`src/sv/rle2_pkg.sv`:
```
package rle2_pkg;

  // Field widths
  localparam int unsigned BYTE_W   = 8;
  localparam int unsigned LEVEL_W  = 8;
  localparam int unsigned COL_W    = 10;
  localparam int unsigned ROW_W    = 16;
  localparam int unsigned RUN_W    = 6;
  localparam int unsigned COLOR_W  = 2;
  localparam int unsigned WIDTH_W  = 11;
  localparam int unsigned MODE_W   = 2;
  localparam int unsigned HDR_W    = 2;

  // Configuration port
  localparam int unsigned CFG_IDX_W  = 1;
  localparam int unsigned CFG_DATA_W = WIDTH_W;
  localparam logic [CFG_IDX_W-1:0] CFG_ROW_WIDTH   = 1'b0;
  localparam logic [CFG_IDX_W-1:0] CFG_FORMAT_MODE = 1'b1;

  // Register reset values
  localparam logic [WIDTH_W-1:0] ROW_WIDTH_RST   = 11'd800;
  localparam logic [MODE_W-1:0]  FORMAT_MODE_RST = 2'd2;

  // Stream format
  localparam logic [HDR_W-1:0]  HEADER_BYTES = 2'd2;
  localparam logic [MODE_W-1:0] MODE_RLE     = 2'd2;

  // Row width cap: smaller of the maximum width and the column range
  localparam int unsigned MAX_WIDTH  = 1024;
  localparam int unsigned COL_LIMIT  = 1024;
  localparam int unsigned WIDTH_CAP  = (MAX_WIDTH < COL_LIMIT) ? MAX_WIDTH : COL_LIMIT;
  localparam logic [WIDTH_W-1:0] WIDTH_CAP_V = WIDTH_CAP[WIDTH_W-1:0];

  // Gray levels per colour code
  localparam logic [COLOR_W-1:0] COLOR_WHITE = 2'd0;
  localparam logic [COLOR_W-1:0] COLOR_BLACK = 2'd1;
  localparam logic [COLOR_W-1:0] COLOR_LIGHT = 2'd2;
  localparam logic [COLOR_W-1:0] COLOR_DARK  = 2'd3;

  localparam logic [LEVEL_W-1:0] LEVEL_WHITE = 8'hFF;
  localparam logic [LEVEL_W-1:0] LEVEL_BLACK = 8'h00;
  localparam logic [LEVEL_W-1:0] LEVEL_LIGHT = 8'hC0;
  localparam logic [LEVEL_W-1:0] LEVEL_DARK  = 8'h80;

  function automatic logic [LEVEL_W-1:0] gray_level(input logic [COLOR_W-1:0] color);
    logic [LEVEL_W-1:0] lvl;
    case (color)
      COLOR_WHITE: lvl = LEVEL_WHITE;
      COLOR_BLACK: lvl = LEVEL_BLACK;
      COLOR_LIGHT: lvl = LEVEL_LIGHT;
      COLOR_DARK:  lvl = LEVEL_DARK;
      default:     lvl = LEVEL_WHITE;
    endcase
    return lvl;
  endfunction

endpackage

```
`src/sv/rle2_if.sv`:
```
// Input channel: one stream byte per item
interface rle2_byte_if;
  import rle2_pkg::*;
  logic              valid;
  logic              ready;
  logic [BYTE_W-1:0] data_byte;

  modport source (output valid, output data_byte, input ready);
  modport sink   (input valid, input data_byte, output ready);
endinterface

// Output channel: one pixel per item
interface rle2_pix_if;
  import rle2_pkg::*;
  logic               valid;
  logic               ready;
  logic [LEVEL_W-1:0] pixel_level;
  logic [COL_W-1:0]   pixel_column;
  logic [ROW_W-1:0]   pixel_row;
  logic               row_end;
  logic               run_last;

  modport source (output valid, output pixel_level, output pixel_column,
                  output pixel_row, output row_end, output run_last, input ready);
  modport sink   (input valid, input pixel_level, input pixel_column,
                  input pixel_row, input row_end, input run_last, output ready);
endinterface

```
`src/sv/rle_two_bit_pixel_row_decoder.sv`:
```
// Run-length decoder for a two-bit gray image stream.
// in_if carries stream bytes; out_if carries one pixel per item with its
// gray level, column, row, an end-of-row flag and a last-of-run flag.
// The first two bytes after reset are header and are dropped. Later bytes,
// in format mode 2, hold a colour in bits 7:6 and a run count in 5:0.
// A byte is taken while in_if.ready is high; a run of N pixels (N up to 63)
// then occupies the block, one pixel per cycle while out_if.ready allows,
// from a single column incrementer and width compare. in_if.ready is low
// while a run is being expanded, so the next byte waits for its last pixel;
// any other byte leaves in_if.ready high. A run's byte is loaded into the
// run and colour registers; each pixel then passes the output register.
// Header bytes, zero-count bytes and bytes in other modes produce nothing.
// The output register lets the next byte be taken while the last pixel of
// a run still waits. When out_if.ready is low the pixel holds and the run
// pauses. Reset clears the header, column and row counts and loads row
// width 800 and format mode 2; configuration is written via cfg_we_i.
module rle_two_bit_pixel_row_decoder (
  input  logic                            clk_i,
  input  logic                            rst_ni,
  rle2_byte_if.sink                       in_if,
  rle2_pix_if.source                      out_if,
  input  logic                            cfg_we_i,
  input  logic [rle2_pkg::CFG_IDX_W-1:0]  cfg_idx_i,
  input  logic [rle2_pkg::CFG_DATA_W-1:0] cfg_wdata_i
);
  import rle2_pkg::*;

  logic [WIDTH_W-1:0] row_width_q;
  logic [MODE_W-1:0]  format_mode_q;
  logic [HDR_W-1:0]   hdr_cnt_q;
  logic [COL_W-1:0]   col_q;
  logic [ROW_W-1:0]   row_q;
  logic               busy_q;
  logic [RUN_W-1:0]   run_q;
  logic [COLOR_W-1:0] color_q;

  logic               ovalid_q;
  logic [LEVEL_W-1:0] olevel_q;
  logic [COL_W-1:0]   ocol_q;
  logic [ROW_W-1:0]   orow_q;
  logic               oend_q;
  logic               olast_q;

  logic               in_acc;
  logic               step;
  logic [WIDTH_W-1:0] eff_width;
  logic [WIDTH_W-1:0] col_next;
  logic               at_end;
  logic [RUN_W-1:0]   in_run;

  assign in_if.ready = !busy_q;
  assign in_acc      = in_if.valid && !busy_q;
  assign in_run      = in_if.data_byte[RUN_W-1:0];
  // while a run is active, a pixel is produced when the output register is free or being drained
  assign step        = busy_q && (!ovalid_q || out_if.ready);

  // Effective width: zero as one, large values capped
  always_comb begin
    eff_width = row_width_q;
    if (row_width_q == '0) begin
      eff_width = WIDTH_W'(1);
    end else if (row_width_q > WIDTH_CAP_V) begin
      eff_width = WIDTH_CAP_V;
    end
  end

  // Shared column increment and row-end compare
  assign col_next = {1'b0, col_q} + WIDTH_W'(1);
  assign at_end   = col_next >= eff_width;

  // Configuration registers
  always_ff @(posedge clk_i or negedge rst_ni) begin
    if (!rst_ni) begin
      row_width_q   <= ROW_WIDTH_RST;
      format_mode_q <= FORMAT_MODE_RST;
    end else if (cfg_we_i) begin
      case (cfg_idx_i)
        CFG_ROW_WIDTH:   row_width_q   <= cfg_wdata_i;
        CFG_FORMAT_MODE: format_mode_q <= cfg_wdata_i[MODE_W-1:0];
        default:         row_width_q   <= row_width_q;
      endcase
    end
  end

  // Sequencer: header skip, run load, per-pixel step
  always_ff @(posedge clk_i or negedge rst_ni) begin
    if (!rst_ni) begin
      hdr_cnt_q <= '0;
      col_q     <= '0;
      row_q     <= '0;
      busy_q    <= 1'b0;
      run_q     <= '0;
      color_q   <= '0;
    end else begin
      if (in_acc) begin
        if (hdr_cnt_q < HEADER_BYTES) begin
          hdr_cnt_q <= hdr_cnt_q + HDR_W'(1);
        end else if (format_mode_q == MODE_RLE && in_run != '0) begin
          busy_q  <= 1'b1;
          run_q   <= in_run;
          color_q <= in_if.data_byte[BYTE_W-1 -: COLOR_W];
        end
      end
      if (step) begin
        run_q <= run_q - RUN_W'(1);
        if (run_q == RUN_W'(1)) begin
          busy_q <= 1'b0;
        end
        if (at_end) begin
          col_q <= '0;
          row_q <= row_q + ROW_W'(1);
        end else begin
          col_q <= col_next[COL_W-1:0];
        end
      end
    end
  end

  // Output register
  always_ff @(posedge clk_i or negedge rst_ni) begin
    if (!rst_ni) begin
      ovalid_q <= 1'b0;
    end else if (step) begin
      ovalid_q <= 1'b1;
    end else if (out_if.ready) begin
      ovalid_q <= 1'b0;
    end
  end

  always_ff @(posedge clk_i) begin
    if (step) begin
      olevel_q <= gray_level(color_q);
      ocol_q   <= col_q;
      orow_q   <= row_q;
      oend_q   <= at_end;
      olast_q  <= (run_q == RUN_W'(1));
    end
  end

  assign out_if.valid        = ovalid_q;
  assign out_if.pixel_level  = olevel_q;
  assign out_if.pixel_column = ocol_q;
  assign out_if.pixel_row    = orow_q;
  assign out_if.row_end      = oend_q;
  assign out_if.run_last     = olast_q;

endmodule

```
`src/flat_wrapper.sv`:
```
// flat-port wrapper written by rule: the top's interface ports become plain ports
module rle_two_bit_pixel_row_decoder_flat import rle2_pkg::*;
  (clk_i, rst_ni, cfg_we_i, cfg_idx_i, cfg_wdata_i, in_if_valid, in_if_data_byte, in_if_ready, out_if_valid, out_if_pixel_level, out_if_pixel_column, out_if_pixel_row, out_if_row_end, out_if_run_last, out_if_ready);
  rle2_byte_if in_if_i ();
  rle2_pix_if out_if_i ();
  input  logic clk_i;
  input  logic rst_ni;
  input  logic cfg_we_i;
  input  logic [rle2_pkg::CFG_IDX_W-1:0] cfg_idx_i;
  input  logic [rle2_pkg::CFG_DATA_W-1:0] cfg_wdata_i;
  input wire logic [$bits(in_if_i.valid)-1:0] in_if_valid;
  input wire logic [$bits(in_if_i.data_byte)-1:0] in_if_data_byte;
  output wire logic [$bits(in_if_i.ready)-1:0] in_if_ready;
  output wire logic [$bits(out_if_i.valid)-1:0] out_if_valid;
  output wire logic [$bits(out_if_i.pixel_level)-1:0] out_if_pixel_level;
  output wire logic [$bits(out_if_i.pixel_column)-1:0] out_if_pixel_column;
  output wire logic [$bits(out_if_i.pixel_row)-1:0] out_if_pixel_row;
  output wire logic [$bits(out_if_i.row_end)-1:0] out_if_row_end;
  output wire logic [$bits(out_if_i.run_last)-1:0] out_if_run_last;
  input wire logic [$bits(out_if_i.ready)-1:0] out_if_ready;
  assign in_if_i.valid = in_if_valid;
  assign in_if_i.data_byte = in_if_data_byte;
  assign in_if_ready = in_if_i.ready;
  assign out_if_valid = out_if_i.valid;
  assign out_if_pixel_level = out_if_i.pixel_level;
  assign out_if_pixel_column = out_if_i.pixel_column;
  assign out_if_pixel_row = out_if_i.pixel_row;
  assign out_if_row_end = out_if_i.row_end;
  assign out_if_run_last = out_if_i.run_last;
  assign out_if_i.ready = out_if_ready;
  rle_two_bit_pixel_row_decoder u_core (.clk_i(clk_i), .rst_ni(rst_ni), .in_if(in_if_i), .out_if(out_if_i), .cfg_we_i(cfg_we_i), .cfg_idx_i(cfg_idx_i), .cfg_wdata_i(cfg_wdata_i));
endmodule
```
`config.mk`:
```
export PLATFORM = sky130hd
export DESIGN_NAME = rle_two_bit_pixel_row_decoder_flat
export DESIGN_NICKNAME = d
export VERILOG_FILES = /design/src/sv/rle2_pkg.sv /design/src/sv/rle2_if.sv /design/src/sv/rle_two_bit_pixel_row_decoder.sv /design/src/flat_wrapper.sv
export SDC_FILE = /design/constraint.sdc
export NUM_CORES = 1
export LEC_CHECK = 0
export BUFFER_PORTS_ARGS = -buffer_cell sky130_fd_sc_hd__buf_4
export CORE_UTILIZATION = 40
export DETAILED_ROUTE_END_ITERATION = 6
export SLEW_MARGIN = 40
export SYNTH_ARGS = -nofsm -noshare
export SYNTH_HDL_FRONTEND = slang
export SYNTH_SLANG_ARGS = --single-unit
export TNS_END_PERCENT = 1
```
`constraint.sdc`:
```
create_clock -name clk_i -period 7.6 [get_ports clk_i]
set_clock_uncertainty 0.15 [all_clocks]
set_input_delay 0 -clock clk_i [delete_from_list [all_inputs] [get_ports clk_i]]
set_output_delay 0 -clock clk_i [all_outputs]
set_load 0.005 [all_outputs]
```
==> flow_metrics.py <==
metrics = {
    "worst_setup_path": {
        "end_kind": "flop",
        "cp_slowest_stage_delay_ps": 580,
        "startpoint_type": "flop",
        "crit_path_frequent_cell": "ha_1",
        "critical_path.slowest_cell": "a21oi_4",
        "crit_required_ps": 7680,
        "worstSetupPathDepth": 10,
        "critPathMaxFanout": 23,
        "crit_type": "flop to flop",
        "r2r-start": "u_core.col_q[0]",
        "reg2reg_slack_ps": 4390,
        "crit_path_end": "u_core.row_q[1]",
        "arrival_ps": 3290,
        "cp-startpoint": "u_core.col_q[0]",
        "critical-path-top-delay-family": "compound AO/OA/AOI/OAI gates",
        "r2r_end": "u_core.row_q[1]",
        "rr_worst_depth": 10,
        "worstPathCellList": "ha_1 > and4_1 > nand4_1 > xnor2_1 > ha_1 > a21oi_1 > o21ai_1 > a21oi_4 > a21oi_2 > mux2_1",
        "crit_buf_inv": 0,
    },
    "timing": {
        "rsz0062_at_grt": "false",
        "fin_crit_sh": 0.422,
        "setup-violations-final": 0,
        "fin_ws_ps": 4390,
        "worstMarginPinSlew_ps": 788,
        "period_needed_ps": 3210,
        "max_slew_margin": 0.473,
        "totalNegativeSetupSlack_ps": 0,
        "finalHoldViolations": 0,
        "slew_viol_final": 0,
        "fmax_mhz": 311,
    },
    "place": {
        "gp_congestion": 0.773,
        "pre_cts_ws_ps": 4380,
        "io_buffers": 62,
        "dpl.hpwl_um": 4940,
    },
    "global_routing": {
        "first_global_vias": 2567,
        "grt_use_total": 0.164,
        "antenna_found_initial": 0,
        "grt_first_pass_wirelength_um": 12600,
        "grt_max_degree": 52,
        "grt-ovfl-total": 0,
    },
    "route": {
        "num_vias": 2673,
        "wire_per_inst_um": 13.8,
        "ant_nets": 0,
        "wl_um": 7540,
        "drc": 0,
        "dr.pass1.iters": 4,
        "drt_iter0_drc": 68,
        "via_per_inst": 4.88,
    },
    "die": {
        "fp.dieArea_mm2": 0.0101,
        "die_h_um": 100,
        "ios": 63,
        "rows": 35,
        "initial_core_util": 0.416,
        "coreArea_mm2": 0.00928,
        "fp.dieW_um": 100,
    },
    "synthesis": {
        "syn_inst": 318,
        "synth_largest_area_cell": "dfrtp_1",
        "synth-edff-count": 31,
        "syn_area_per_cell_um2": 12.1,
        "async_reset_ff_frac": 0.622,
        "yosysSeqAreaShare": 0.573,
        "yosys_warnings": 0,
        "synth_area_mm2": 0.00386,
        "synth_top_cell_area_share": 0.305,
        "synth_area_leaders": "dfrtp_1, edfxtp_1, ha_1",
        "syn_nets": 358,
        "synthTopCellsByCount": "dfrtp_1, nand2_1, edfxtp_1",
        "ys_ff_latch": 82,
        "synth_most_common_cell": "dfrtp_1",
        "synth_cell_type_count": 50,
        "ys.flop_type": "dfrtp_1",
    },
    "final_layout": {
        "multi_input_area_mm2": 0.00151,
        "area_growth_pct": 27.6,
        "final_net_count": 454,
        "n_fill_cell": 863,
        "final_layout_size_suffix_gt1_frac": 0.265,
        "post-route-util": 0.531,
        "seq_area_mm2": 0.00221,
        "antenna_cells": 0,
    },
    "clocking": {
        "post_cts_resized": 0,
        "root_buffer": "clkbuf_8",
        "cts_buffers": 9,
        "cts_sinks": 82,
        "cts_tree": "built",
        "clk_path_buf_depth": 2,
        "clkLatencyLatePin_ps": 350,
        "htree_levels": 3,
        "clkTransAtPathRegs_ps": 80,
    },
    "run": {
        "drv_cap": 0,
    },
    "power": {
        "design_power_total_w": 0.00114,
        "power.density_mw_per_mm2": 232,
        "p_leak_nw": 2.15,
        "ir_drop_uv": 99.8,
    },
    "outcome": {
        "status": "finished clean",
    },
    "worst_hold_path": {
        "min_path_type": "primary input to asynchronous set/reset pin",
    },
}
## sequential cells by signal (all words and copies together) (netlist names)
name,cells
u_core.busy_q,1
u_core.col_q,10
u_core.color_q,2
u_core.format_mode_q,2
u_core.hdr_cnt_q,2
u_core.out_if.pixel_column,10
u_core.out_if.pixel_level,3
u_core.out_if.pixel_row,16
u_core.out_if.row_end,1
u_core.out_if.run_last,1
u_core.out_if.valid,1
u_core.row_q,16
u_core.row_width_q,11
u_core.run_q,6
## cell usage in the layout (no fill, tap or decap), types with 2 or more instances in the layout
cell type,synthesis,routed
a2111oi_2,4,4
a211oi_2,3,3
a21o_1,2,2
a21oi_1,16,16
a21oi_2,3,3
a221oi_1,2,2
a31oi_1,2,2
a41o_1,2,2
and2_1,4,4
and3_1,6,6
and4_1,4,4
buf_4,5,62
clkbuf_1,3,2
clkbuf_8,0,9
clkinv_1,1,2
clkinvlp_4,0,3
dfrtp_1,47,47
dfstp_2,4,4
dlygate4sd3_1,0,37
edfxtp_1,31,31
ha_1,15,15
inv_1,10,10
mux2_1,3,3
mux2_2,11,11
nand2_1,42,42
nand2b_1,2,2
nand3_1,14,14
nand4_1,7,7
nor2_1,9,9
nor2b_1,3,2
nor2b_2,1,2
nor3_1,2,2
nor4_1,2,2
o21ai_0,3,3
o21ai_1,8,8
o221a_1,3,3
o22ai_1,2,2
xnor2_1,7,7
xor2_1,17,17
## cells by family (layout without fill, tap and decap cells)
logic type      after synthesis  in the layout  synth area share
simple gates                103            103             0.140
flops                        82             82             0.573
compound gates               54             54             0.106
buf+inv                      26            127            0.0369
xor+xnor                     24             24            0.0544
fa+ha+maj                    15             15            0.0486
mux                          14             14            0.0408
## power by group
part / total, W / switching [W] / internal [W]
combinational: 0.000271 / 0.000139 / 0.000132
sequential: 0.000599 / 0.0000639 / 0.000535
clock: 0.000273 / 0.000156 / 0.000117
total: 0.00114 / 0.000359 / 0.000784
## layer usage
layer	wire, µm	track usage	vias to the layer above
met3	337	0.0265	11
met1	3700	0.240	1252
met4	125	0.0736	0
met5	0	0	-
li1	-	-	1340
met2	3370	0.240	70
## area by class of cell
type / count / area share
clock buffers: 11 / 0.0266
clock inverters: 5 / 0.00635
inverters: 12 / 0.00964
multi-input cells: 210 / 0.306
flip-flops and latches: 82 / 0.449
well taps: 129 / 0.0327
repair buffers: 99 / 0.170
## worst min-delay path by stage
stage,startpoint,cells past startpoint,endpoint,slack [ps]
global route,rst_ni,2,u_core.col_q[0],130
finish,rst_ni,2,u_core.col_q[1],70
floorplan,rst_ni,0,u_core.busy_q,-450
global placement,rst_ni,1,u_core.col_q[5],-70
CTS,rst_ni,2,u_core.col_q[5],90
detailed placement,rst_ni,1,u_core.col_q[5],-80
## through the flow
step                      instance area (µm²)  cells  hold WS [ps]
final                                    4930    548          70.8
after global routing                     4930    548           131
after CTS                                4930    548          89.3
after detailed placement                 4400    495         -76.9
after global placement                   4390    495         -70.5
after floorplan                          3860    318          -446
## timing repair
item,in CTS,in global routing
endpoints found under the setup margin,0,0
hold endpoints to repair,76,0
hold buffers,37,0
setup buffers,0,0
Power figures use the tool's default switching activity.
